File: src/rtl/core/sqts_pkg.sv
// ----------------------------------------------------------------------------
// sqts_pkg - shared constants for the single-server queue tick simulator
// Field widths of the tick and status channels, register map and reset
// values of the configuration port.
// ----------------------------------------------------------------------------
package sqts_pkg;

    // Channel field widths
    localparam int unsigned GAP_W    = 16;
    localparam int unsigned LEN_W    = 16;
    localparam int unsigned WAIT_W   = 16;
    localparam int unsigned SERVED_W = 32;
    localparam int unsigned TICK_W   = 48;
    localparam int unsigned AREA_W   = 64;

    // Configuration port
    localparam int unsigned CFG_DATA_W = 32;
    localparam int unsigned CFG_ADDR_W = 2;

    localparam logic [CFG_ADDR_W-1:0] ADDR_TARGET_COUNT = CFG_ADDR_W'(0);
    localparam logic [SERVED_W-1:0]   TARGET_RESET      = SERVED_W'(10000);

endpackage

File: src/rtl/core/sqts_tick_if.sv
// ----------------------------------------------------------------------------
// sqts_tick_if - tick channel
// One transfer is one simulation tick with its pre-drawn gap and length.
// ----------------------------------------------------------------------------
interface sqts_tick_if;
    logic                          valid;
    logic                          ready;
    logic [sqts_pkg::GAP_W-1:0]    arrival_gap;
    logic [sqts_pkg::LEN_W-1:0]    service_len;

    modport source (output valid, output arrival_gap, output service_len, input ready);
    modport sink   (input valid, input arrival_gap, input service_len, output ready);
endinterface

File: src/rtl/core/sqts_stat_if.sv
// ----------------------------------------------------------------------------
// sqts_stat_if - status channel
// One transfer carries the simulator state after one tick.
// ----------------------------------------------------------------------------
interface sqts_stat_if;
    logic                             valid;
    logic                             ready;
    logic [sqts_pkg::TICK_W-1:0]      tick_count;
    logic [sqts_pkg::SERVED_W-1:0]    served_count;
    logic [sqts_pkg::WAIT_W-1:0]      waiting_count;
    logic                             server_busy;
    logic [sqts_pkg::TICK_W-1:0]      idle_ticks;
    logic [sqts_pkg::AREA_W-1:0]      queue_area;
    logic                             run_done;
    logic                             queue_overflow;

    modport source (
        output valid, output tick_count, output served_count, output waiting_count,
        output server_busy, output idle_ticks, output queue_area, output run_done,
        output queue_overflow, input ready
    );
    modport sink (
        input valid, input tick_count, input served_count, input waiting_count,
        input server_busy, input idle_ticks, input queue_area, input run_done,
        input queue_overflow, output ready
    );
endinterface

File: src/rtl/core/sqts_area.sv
// ----------------------------------------------------------------------------
// sqts_area - queue-length area accumulator
// Adds elapsed time times queue length to the running area, saturating at
// the all-ones value of the area field.
// ----------------------------------------------------------------------------
module sqts_area #(
    parameter int unsigned TIME_BITS = 48
) (
    input  logic [TIME_BITS-1:0]          i_span,
    input  logic [sqts_pkg::WAIT_W-1:0]   i_waiting,
    input  logic [sqts_pkg::AREA_W-1:0]   i_area,
    output logic [sqts_pkg::AREA_W-1:0]   o_area
);
    localparam int unsigned PROD_W = TIME_BITS + sqts_pkg::WAIT_W;
    localparam int unsigned SUM_W  =
        ((PROD_W > sqts_pkg::AREA_W) ? PROD_W : sqts_pkg::AREA_W) + 1;

    logic [PROD_W-1:0] prod;
    logic [SUM_W-1:0]  sum;

    // Form the increment and the widened sum
    assign prod = PROD_W'(i_span) * PROD_W'(i_waiting);
    assign sum  = SUM_W'(i_area) + SUM_W'(prod);

    // Clamp on any bit above the area field
    assign o_area = (|sum[SUM_W-1:sqts_pkg::AREA_W]) ? '1 : sum[sqts_pkg::AREA_W-1:0];

endmodule

File: src/rtl/core/single_server_queue_tick_sim.sv
// ----------------------------------------------------------------------------
// single_server_queue_tick_sim - fixed-increment single-server queue simulator
// Each tick transfer advances the simulated clock by one until the run is done,
// handling an arrival before a departure, and returns the resulting state on o_stat.
//
//   Channel   Dir  Handshake        Payload
//   i_tick    in   valid / ready    arrival_gap, service_len
//   o_stat    out  valid / ready    tick_count .. queue_overflow
//   APB       in   psel / penable   target_count at byte address 0
//
// One tick per cycle while o_stat is not stalled: a tick is held in an input register, then one pass of
// compare/add logic plus one 48x16 multiply for the area updates the state.
// The state registers are the status output register.
// Synchronous active-low reset clears all state and sets target_count to 10000.
// A stalled status transfer holds the state; one further tick waits in the
// input register before i_tick.ready drops.
// ----------------------------------------------------------------------------
module single_server_queue_tick_sim #(
    parameter int unsigned QUEUE_MAX = 65535,
    parameter int unsigned TIME_BITS = 48
) (
    input  logic                                i_clk,
    input  logic                                i_rst_n,
    sqts_tick_if.sink                           i_tick,
    sqts_stat_if.source                         o_stat,
    input  logic                                psel,
    input  logic                                penable,
    input  logic                                pwrite,
    input  logic [sqts_pkg::CFG_ADDR_W-1:0]     paddr,
    input  logic [sqts_pkg::CFG_DATA_W-1:0]     pwdata,
    output logic [sqts_pkg::CFG_DATA_W-1:0]     prdata,
    output logic                                pready
);
    localparam int unsigned WW = sqts_pkg::WAIT_W;
    localparam int unsigned SW = sqts_pkg::SERVED_W;

    // Configuration
    logic [SW-1:0] r_target;

    // Input register
    logic                        r_in_valid;
    logic [sqts_pkg::GAP_W-1:0]  r_gap;
    logic [sqts_pkg::LEN_W-1:0]  r_len;

    // Simulation state, also the status register
    logic                  r_out_valid;
    logic                  r_primed,    n_primed;
    logic [TIME_BITS-1:0]  r_clock,     n_clock;
    logic [TIME_BITS-1:0]  r_next_arr,  n_next_arr;
    logic [TIME_BITS-1:0]  r_next_dep,  n_next_dep;
    logic                  r_busy,      n_busy;
    logic [WW-1:0]         r_waiting,   n_waiting;
    logic [SW-1:0]         r_served,    n_served;
    logic [TIME_BITS-1:0]  r_idle_start, n_idle_start;
    logic [TIME_BITS-1:0]  r_idle_total, n_idle_total;
    logic [sqts_pkg::AREA_W-1:0] r_area, n_area;
    logic [TIME_BITS-1:0]  r_last_chg,  n_last_chg;
    logic                  r_overflow,  n_overflow;
    logic                  r_finished,  n_finished;

    logic                  advance;
    logic [TIME_BITS-1:0]  gap_t, len_t;
    logic [TIME_BITS-1:0]  arr_eff, idle_start_eff;
    logic                  fin_start, is_arr, is_dep, area_upd;
    logic [WW-1:0]         waiting_mid;
    logic [TIME_BITS-1:0]  span;
    logic [sqts_pkg::AREA_W-1:0] area_new;

    // ------------------------------------------------------------------------
    // Configuration port
    assign pready = 1'b1;
    assign prdata = r_target;

    always_ff @(posedge i_clk) begin
        if (!i_rst_n) begin
            r_target <= sqts_pkg::TARGET_RESET;
        end else if (psel && penable && pwrite && paddr == sqts_pkg::ADDR_TARGET_COUNT) begin
            r_target <= pwdata;
        end
    end

    // ------------------------------------------------------------------------
    // Handshakes: the state advances when a tick is held and the status slot
    // is free or being taken
    assign advance      = r_in_valid && (!r_out_valid || o_stat.ready);
    assign i_tick.ready = !r_in_valid || advance;

    always_ff @(posedge i_clk) begin
        if (!i_rst_n) begin
            r_in_valid <= 1'b0;
        end else if (i_tick.ready) begin
            r_in_valid <= i_tick.valid;
        end
    end

    // Hold the tick payload
    always_ff @(posedge i_clk) begin
        if (i_tick.valid && i_tick.ready) begin
            r_gap <= i_tick.arrival_gap;
            r_len <= i_tick.service_len;
        end
    end

    always_ff @(posedge i_clk) begin
        if (!i_rst_n) begin
            r_out_valid <= 1'b0;
        end else if (advance) begin
            r_out_valid <= 1'b1;
        end else if (o_stat.ready) begin
            r_out_valid <= 1'b0;
        end
    end

    // ------------------------------------------------------------------------
    // Tick logic
    // Draws of zero count as one tick
    assign gap_t = (r_gap == '0) ? TIME_BITS'(1) : TIME_BITS'(r_gap);
    assign len_t = (r_len == '0) ? TIME_BITS'(1) : TIME_BITS'(r_len);

    // First tick schedules the first arrival and opens the idle period
    assign arr_eff        = r_primed ? r_next_arr   : r_clock + gap_t;
    assign idle_start_eff = r_primed ? r_idle_start : r_clock;

    assign fin_start = r_finished || (r_served >= r_target);
    assign is_arr    = !fin_start && (r_clock == arr_eff);
    // A service started this tick can never end in the same tick
    assign is_dep    = !fin_start && r_busy && (r_clock == r_next_dep);

    assign waiting_mid = (is_arr && r_busy && r_waiting < WW'(QUEUE_MAX))
                         ? r_waiting + WW'(1) : r_waiting;

    // A second area update in one tick spans no time, so one pass suffices
    assign area_upd = (is_arr && r_busy) || (is_dep && waiting_mid != '0);
    assign span     = r_clock - r_last_chg;

    sqts_area #(
        .TIME_BITS (TIME_BITS)
    ) u_area (
        .i_span    (span),
        .i_waiting (r_waiting),
        .i_area    (r_area),
        .o_area    (area_new)
    );

    always_comb begin
        n_primed     = r_primed;
        n_clock      = r_clock;
        n_next_arr   = r_next_arr;
        n_next_dep   = r_next_dep;
        n_busy       = r_busy;
        n_waiting    = r_waiting;
        n_served     = r_served;
        n_idle_start = r_idle_start;
        n_idle_total = r_idle_total;
        n_area       = r_area;
        n_last_chg   = r_last_chg;
        n_overflow   = r_overflow;

        if (!fin_start) begin
            n_primed     = 1'b1;
            n_next_arr   = arr_eff;
            n_idle_start = idle_start_eff;
            n_clock      = r_clock + TIME_BITS'(1);

            // Arrival: reschedule, start service or join the queue
            if (is_arr) begin
                n_next_arr = r_clock + gap_t;
                if (!r_busy) begin
                    n_busy       = 1'b1;
                    n_next_dep   = r_clock + len_t;
                    n_idle_total = r_idle_total + (r_clock - idle_start_eff);
                end else begin
                    n_waiting = waiting_mid;
                    if (r_waiting >= WW'(QUEUE_MAX)) begin
                        n_overflow = 1'b1;
                    end
                end
            end

            // Departure: next customer or go idle
            if (is_dep) begin
                n_served = r_served + SW'(1);
                if (waiting_mid != '0) begin
                    n_waiting  = waiting_mid - WW'(1);
                    n_next_dep = r_clock + len_t;
                end else begin
                    n_busy       = 1'b0;
                    n_idle_start = r_clock;
                end
            end

            if (area_upd) begin
                n_area     = area_new;
                n_last_chg = r_clock;
            end
        end

        n_finished = fin_start || (n_served >= r_target);
    end

    // State registers
    always_ff @(posedge i_clk) begin
        if (!i_rst_n) begin
            r_primed     <= 1'b0;
            r_clock      <= '0;
            r_next_arr   <= '0;
            r_next_dep   <= '0;
            r_busy       <= 1'b0;
            r_waiting    <= '0;
            r_served     <= '0;
            r_idle_start <= '0;
            r_idle_total <= '0;
            r_area       <= '0;
            r_last_chg   <= '0;
            r_overflow   <= 1'b0;
            r_finished   <= 1'b0;
        end else if (advance) begin
            r_primed     <= n_primed;
            r_clock      <= n_clock;
            r_next_arr   <= n_next_arr;
            r_next_dep   <= n_next_dep;
            r_busy       <= n_busy;
            r_waiting    <= n_waiting;
            r_served     <= n_served;
            r_idle_start <= n_idle_start;
            r_idle_total <= n_idle_total;
            r_area       <= n_area;
            r_last_chg   <= n_last_chg;
            r_overflow   <= n_overflow;
            r_finished   <= n_finished;
        end
    end

    // ------------------------------------------------------------------------
    // Status channel
    assign o_stat.valid          = r_out_valid;
    assign o_stat.tick_count     = sqts_pkg::TICK_W'(r_clock);
    assign o_stat.served_count   = r_served;
    assign o_stat.waiting_count  = r_waiting;
    assign o_stat.server_busy    = r_busy;
    assign o_stat.idle_ticks     = sqts_pkg::TICK_W'(r_idle_total);
    assign o_stat.queue_area     = r_area;
    assign o_stat.run_done       = r_finished;
    assign o_stat.queue_overflow = r_overflow;

endmodule
File: src/flat_wrapper.sv
// flat-port wrapper written by rule: the top's interface ports become plain ports
module single_server_queue_tick_sim_flat 
#(
    parameter int unsigned QUEUE_MAX = 65535,
    parameter int unsigned TIME_BITS = 48
)
  (i_clk, i_rst_n, psel, penable, pwrite, paddr, pwdata, prdata, pready, i_tick_valid, i_tick_arrival_gap, i_tick_service_len, i_tick_ready, o_stat_valid, o_stat_tick_count, o_stat_served_count, o_stat_waiting_count, o_stat_server_busy, o_stat_idle_ticks, o_stat_queue_area, o_stat_run_done, o_stat_queue_overflow, o_stat_ready);
  sqts_tick_if i_tick_i ();
  sqts_stat_if o_stat_i ();
  input  logic i_clk;
  input  logic i_rst_n;
  input  logic psel;
  input  logic penable;
  input  logic pwrite;
  input  logic [sqts_pkg::CFG_ADDR_W-1:0] paddr;
  input  logic [sqts_pkg::CFG_DATA_W-1:0] pwdata;
  output logic [sqts_pkg::CFG_DATA_W-1:0] prdata;
  output logic pready;
  input wire logic [$bits(i_tick_i.valid)-1:0] i_tick_valid;
  input wire logic [$bits(i_tick_i.arrival_gap)-1:0] i_tick_arrival_gap;
  input wire logic [$bits(i_tick_i.service_len)-1:0] i_tick_service_len;
  output wire logic [$bits(i_tick_i.ready)-1:0] i_tick_ready;
  output wire logic [$bits(o_stat_i.valid)-1:0] o_stat_valid;
  output wire logic [$bits(o_stat_i.tick_count)-1:0] o_stat_tick_count;
  output wire logic [$bits(o_stat_i.served_count)-1:0] o_stat_served_count;
  output wire logic [$bits(o_stat_i.waiting_count)-1:0] o_stat_waiting_count;
  output wire logic [$bits(o_stat_i.server_busy)-1:0] o_stat_server_busy;
  output wire logic [$bits(o_stat_i.idle_ticks)-1:0] o_stat_idle_ticks;
  output wire logic [$bits(o_stat_i.queue_area)-1:0] o_stat_queue_area;
  output wire logic [$bits(o_stat_i.run_done)-1:0] o_stat_run_done;
  output wire logic [$bits(o_stat_i.queue_overflow)-1:0] o_stat_queue_overflow;
  input wire logic [$bits(o_stat_i.ready)-1:0] o_stat_ready;
  assign i_tick_i.valid = i_tick_valid;
  assign i_tick_i.arrival_gap = i_tick_arrival_gap;
  assign i_tick_i.service_len = i_tick_service_len;
  assign i_tick_ready = i_tick_i.ready;
  assign o_stat_valid = o_stat_i.valid;
  assign o_stat_tick_count = o_stat_i.tick_count;
  assign o_stat_served_count = o_stat_i.served_count;
  assign o_stat_waiting_count = o_stat_i.waiting_count;
  assign o_stat_server_busy = o_stat_i.server_busy;
  assign o_stat_idle_ticks = o_stat_i.idle_ticks;
  assign o_stat_queue_area = o_stat_i.queue_area;
  assign o_stat_run_done = o_stat_i.run_done;
  assign o_stat_queue_overflow = o_stat_i.queue_overflow;
  assign o_stat_i.ready = o_stat_ready;
  single_server_queue_tick_sim #(.QUEUE_MAX(QUEUE_MAX), .TIME_BITS(TIME_BITS)) u_core (.i_clk(i_clk), .i_rst_n(i_rst_n), .i_tick(i_tick_i), .o_stat(o_stat_i), .psel(psel), .penable(penable), .pwrite(pwrite), .paddr(paddr), .pwdata(pwdata), .prdata(prdata), .pready(pready));
endmodule
File: config.mk
export PLATFORM = sky130hd
export DESIGN_NAME = single_server_queue_tick_sim_flat
export DESIGN_NICKNAME = d
export VERILOG_FILES = /design/src/rtl/core/sqts_pkg.sv /design/src/rtl/core/sqts_tick_if.sv /design/src/rtl/core/sqts_stat_if.sv /design/src/rtl/core/sqts_area.sv /design/src/rtl/core/single_server_queue_tick_sim.sv /design/src/flat_wrapper.sv
export SDC_FILE = /design/constraint.sdc
export NUM_CORES = 2
export LEC_CHECK = 0
export BUFFER_PORTS_ARGS = -buffer_cell sky130_fd_sc_hd__buf_2
export CORE_MARGIN = 2
export CORE_UTILIZATION = 60
export CTS_BUF_LIST = sky130_fd_sc_hd__clkbuf_4
export CTS_CLUSTER_DIAMETER = 80
export CTS_CLUSTER_SIZE = 20
export DETAILED_ROUTE_END_ITERATION = 8
export PLACE_DENSITY_LB_ADDON = 0.25
export SLEW_MARGIN = 30
export SYNTH_ARGS = -nofsm -noshare
export SYNTH_HDL_FRONTEND = slang
export SYNTH_HIERARCHICAL = 1
export SYNTH_SLANG_ARGS = --single-unit
File: constraint.sdc
create_clock -name i_clk -period 12.5 [get_ports i_clk]
set_clock_uncertainty 0.05 [all_clocks]
set_input_delay 2.5 -clock i_clk [delete_from_list [all_inputs] [get_ports i_clk]]
set_output_delay 2.5 -clock i_clk [all_outputs]
set_load 0.02 [all_outputs]
==> summary.md <==
| Metric | Value |
|---|---|
| Status | finished clean |
| Yosys cell types | 114 |
| Post-synth net total | 8453 |
| Rows | 114 |
| Fin cells | 8671 |
| DR DRC count | 0 |
| Core Region | 96400 um^2 |
| Cell Area, Placed | 60800 um^2 |
| Detailed placement HPWL | 132000 um |
| Largest net degree at the start of global routing | 186 |
| Setup slack, reg-to-reg | 610 ps |
| Hold Vio Cnt, Final | 0 |
| CTS resizes | 0 |
| Final setup vio count | 0 |
| Area growth, synth to finish | 5.55% |
| Maxcap violations | 0 |
| Clk pin slew, worst setup/hold paths | 190 ps |
| WHS Path Cells | 2 |
| Post-CTS Setup Inserts | 0 |
| H-tree levels | 2 |
| Clk buf depth | 3 |
| Die Area | 99600 um^2 |
| Initial core utilization | 60.4% |
| Endpoint, Worst Hold | u_core/r_last_chg[45] |
| RSZ-0062 raised after global routing | false |
| Flops & latches, synth | 470 |
| Most used DFF post-synth | dfxtp_1 |
| CTS root buf | clkbuf_4 |
| Crit share post-route | 95.1% |
| Placed Cells | 8600 |
| Synthesized area per cell | 7.99 um^2 |
| Clock tree sinks | 470 |
| Register area share after synthesis | 16.7% |
| GRT overflow | 0 |
| Mapped Area | 58300 um^2 |
| Antenna violations before repair | 5 |
| Critical path origin | u_core/o_stat.tick_count[1] |
| GRT Util Overall | 34.4% |
| CP arrival | 12640 ps |
| Synth async-reset ratio | 0% |
| Count leader, synth | inv_1 |
| Die X | 316 um |
| CTS buffer count | 38 |
| GPL Wtd Cong | 0.979 |
| Crit-path slowest cell | nor4b_2 |
| Fraction of layout cells with a size suffix above 1 | 8.20% |
| Routed vias/inst | 5.75 |
| # IOs | 319 |
| Syn Inst Count | 7293 |
| Routed len/inst | 19.7 um |
| Slowest stage delay, CP | 740 ps |
| Top post-synthesis cells by area | fa_1 26%, dfxtp_1 15%, inv_1 8.2%, nand2_1 8.0%, ha_1 7.1% |
| Hold WC Path Type | reg -> reg |
| Most used cell along the critical path | fa_1 |
| Type of the worst setup path | reg -> reg |
| Worst reg2reg path depth | 41 |
| Slew HR | 25.5% |
| Static leakage power | 30.1 nW |
| Final antenna-violating net count | 0 |
| Synth area leader | fa_1 |
| PortBufs | 317 |
| First-pass GRT wire length | 272000 um |
| Startpoint of the worst register-to-register path | u_core/o_stat.tick_count[1] |
| Hold Buf Count CTS | 0 |
| Slew @ Worst Pin | 1110 ps |
| Post-synth EDFFs | 32 |
| Nets | 8525 |
| Worst reg2reg endpoint | u_core/o_stat.queue_area[11] |
| Power Dens Cells | 45.2 nW/um^2 |
| Design Power | 2.78 mW |
| Post-route minimum period | 11890 ps |
| CTS tree | built |
| Setup TNS | 0 ps |
| Slew Limit Fails | 0 |
| Fmax | 0.0841 GHz |
| Top-area cell type share of the netlist area | 26.0% |
| Vias in the first global route | 49500 |
| Via count | 49900 |
| Chip height | 316 um |
| YS warnings | 6 |
| Worst Path Max Fanout | 26 |
| Worst-Skew Late Latency | 1060 ps |
| CP required | 13250 ps |
| DR iter-0 viols | 4608 |
| Router iterations before antenna repair | 8 |
| Post-Layout Inst Area | 61500 um^2 |
| Routed Wire Length | 171000 um |
| CP Capture Type | register |
| Worst hold start | u_core/r_last_chg[45] |
| Top cells by count, synth | 1274 x inv_1, 1240 x nand2_1, 756 x fa_1, 438 x dfxtp_1, 424 x nor2_1 |
| CP Launch Type | register |
| Max IR drop VDD | 0.0847 mV |
| Hold Slack | 413 ps |
## critical path: cells and delay by family, from the launching register on
family	cells	cell delay (ps)
compound gates	12	2240
flops	1	690
buf+inv	9	1420
xor+xnor	2	390
simple gates	10	2740
fa+ha+maj	8	4070
## cell type report
class / count / area (um^2)
multi-input cells: 5136 / 42200
fillers: 8523 / 34900
flip-flops and latches: 470 / 9750
inverters: 1280 / 4810
repair buffers: 439 / 2540
well taps: 1276 / 1600
clock buffers: 45 / 338
clock inverters: 21 / 255
diodes: 4 / 10.0
## kinds of logic after synthesis
family	after synthesis	synth area share, %
adders and majority gates	1087	33.1
xor gates and xnor gates	417	6.37
other	1	0.00644
muxes	105	1.84
DFF	470	16.7
AOI/OAI and AO/OA	1055	11.6
buffers and inverters	1687	11.1
and+or+nand+nor	2471	19.3
## routing by layer
layer  track usage (%)  share of wire, %  vias up
met2              54.3                45     2337
met5                 0                 0        -
met1              47.3                42    24200
met3              6.41               9.0      349
li1                  -                 -    23000
met4              12.6               3.7        0
## cells in the final DEF (no fill, tap or decap), types with 39 or more instances in the layout
cell | Yosys | final
mux2i_1 | 101 | 101
nor2_1 | 424 | 422
ha_1 | 331 | 331
nand2b_1 | 54 | 54
nor3_1 | 88 | 86
dfxtp_1 | 438 | 425
nand2_1 | 1240 | 1239
or3_1 | 45 | 44
and3_1 | 46 | 46
o21ai_0 | 193 | 192
a21oi_1 | 386 | 385
fa_1 | 756 | 756
nand3_1 | 95 | 95
inv_1 | 1274 | 1273
nor4_1 | 40 | 39
clkbuf_4 | 0 | 45
and2_1 | 260 | 260
a211oi_1 | 67 | 67
nand4_1 | 79 | 79
buf_2 | 43 | 317
a21o_1 | 116 | 116
buf_4 | 17 | 119
xor2_1 | 139 | 137
xnor2_1 | 274 | 267
## report_power, final
group	switching (mW)	internal [mW]
Clock	0.617	0.243
Sequential	0.0206	1.54
Combinational	0.232	0.127
Total	0.870	1.91
## sequential cells by signal (all words and copies together) (netlist names)
signal,count
u_core/o_stat.queue_area,64
u_core/o_stat.idle_ticks,48
u_core/o_stat.tick_count,48
u_core/r_idle_start,48
u_core/r_last_chg,48
u_core/r_next_arr,48
u_core/r_next_dep,48
u_core/o_stat.served_count,32
u_core/prdata,32
u_core/o_stat.waiting_count,16
u_core/r_gap,16
u_core/r_len,16
u_core/o_stat.queue_overflow,1
u_core/o_stat.run_done,1
u_core/o_stat.server_busy,1
u_core/o_stat.valid,1
u_core/r_in_valid,1
u_core/r_primed,1
## worst max path at each step
stage	to	slack, ps	cells past startpoint
6_report	u_core/o_stat.queue_area[11]	610	41
2_1_floorplan	u_core/o_stat.queue_area[58]	2420	45
3_3_place_gp	u_core/o_stat.queue_area[11]	980	41
4_1_cts	u_core/o_stat.queue_area[11]	630	41
5_1_grt	u_core/o_stat.queue_area[11]	100	41
3_5_place_dp	u_core/o_stat.queue_area[11]	770	41
## through the flow
stage               utilization [%]  setup WS [ps]
floorplan                         -           2420
global placement               63.1            983
detailed placement             63.1            772
CTS                            63.7            625
global route                   63.8            101
finish                         63.8            615
No activity file was read; power rests on OpenSTA's default activity.
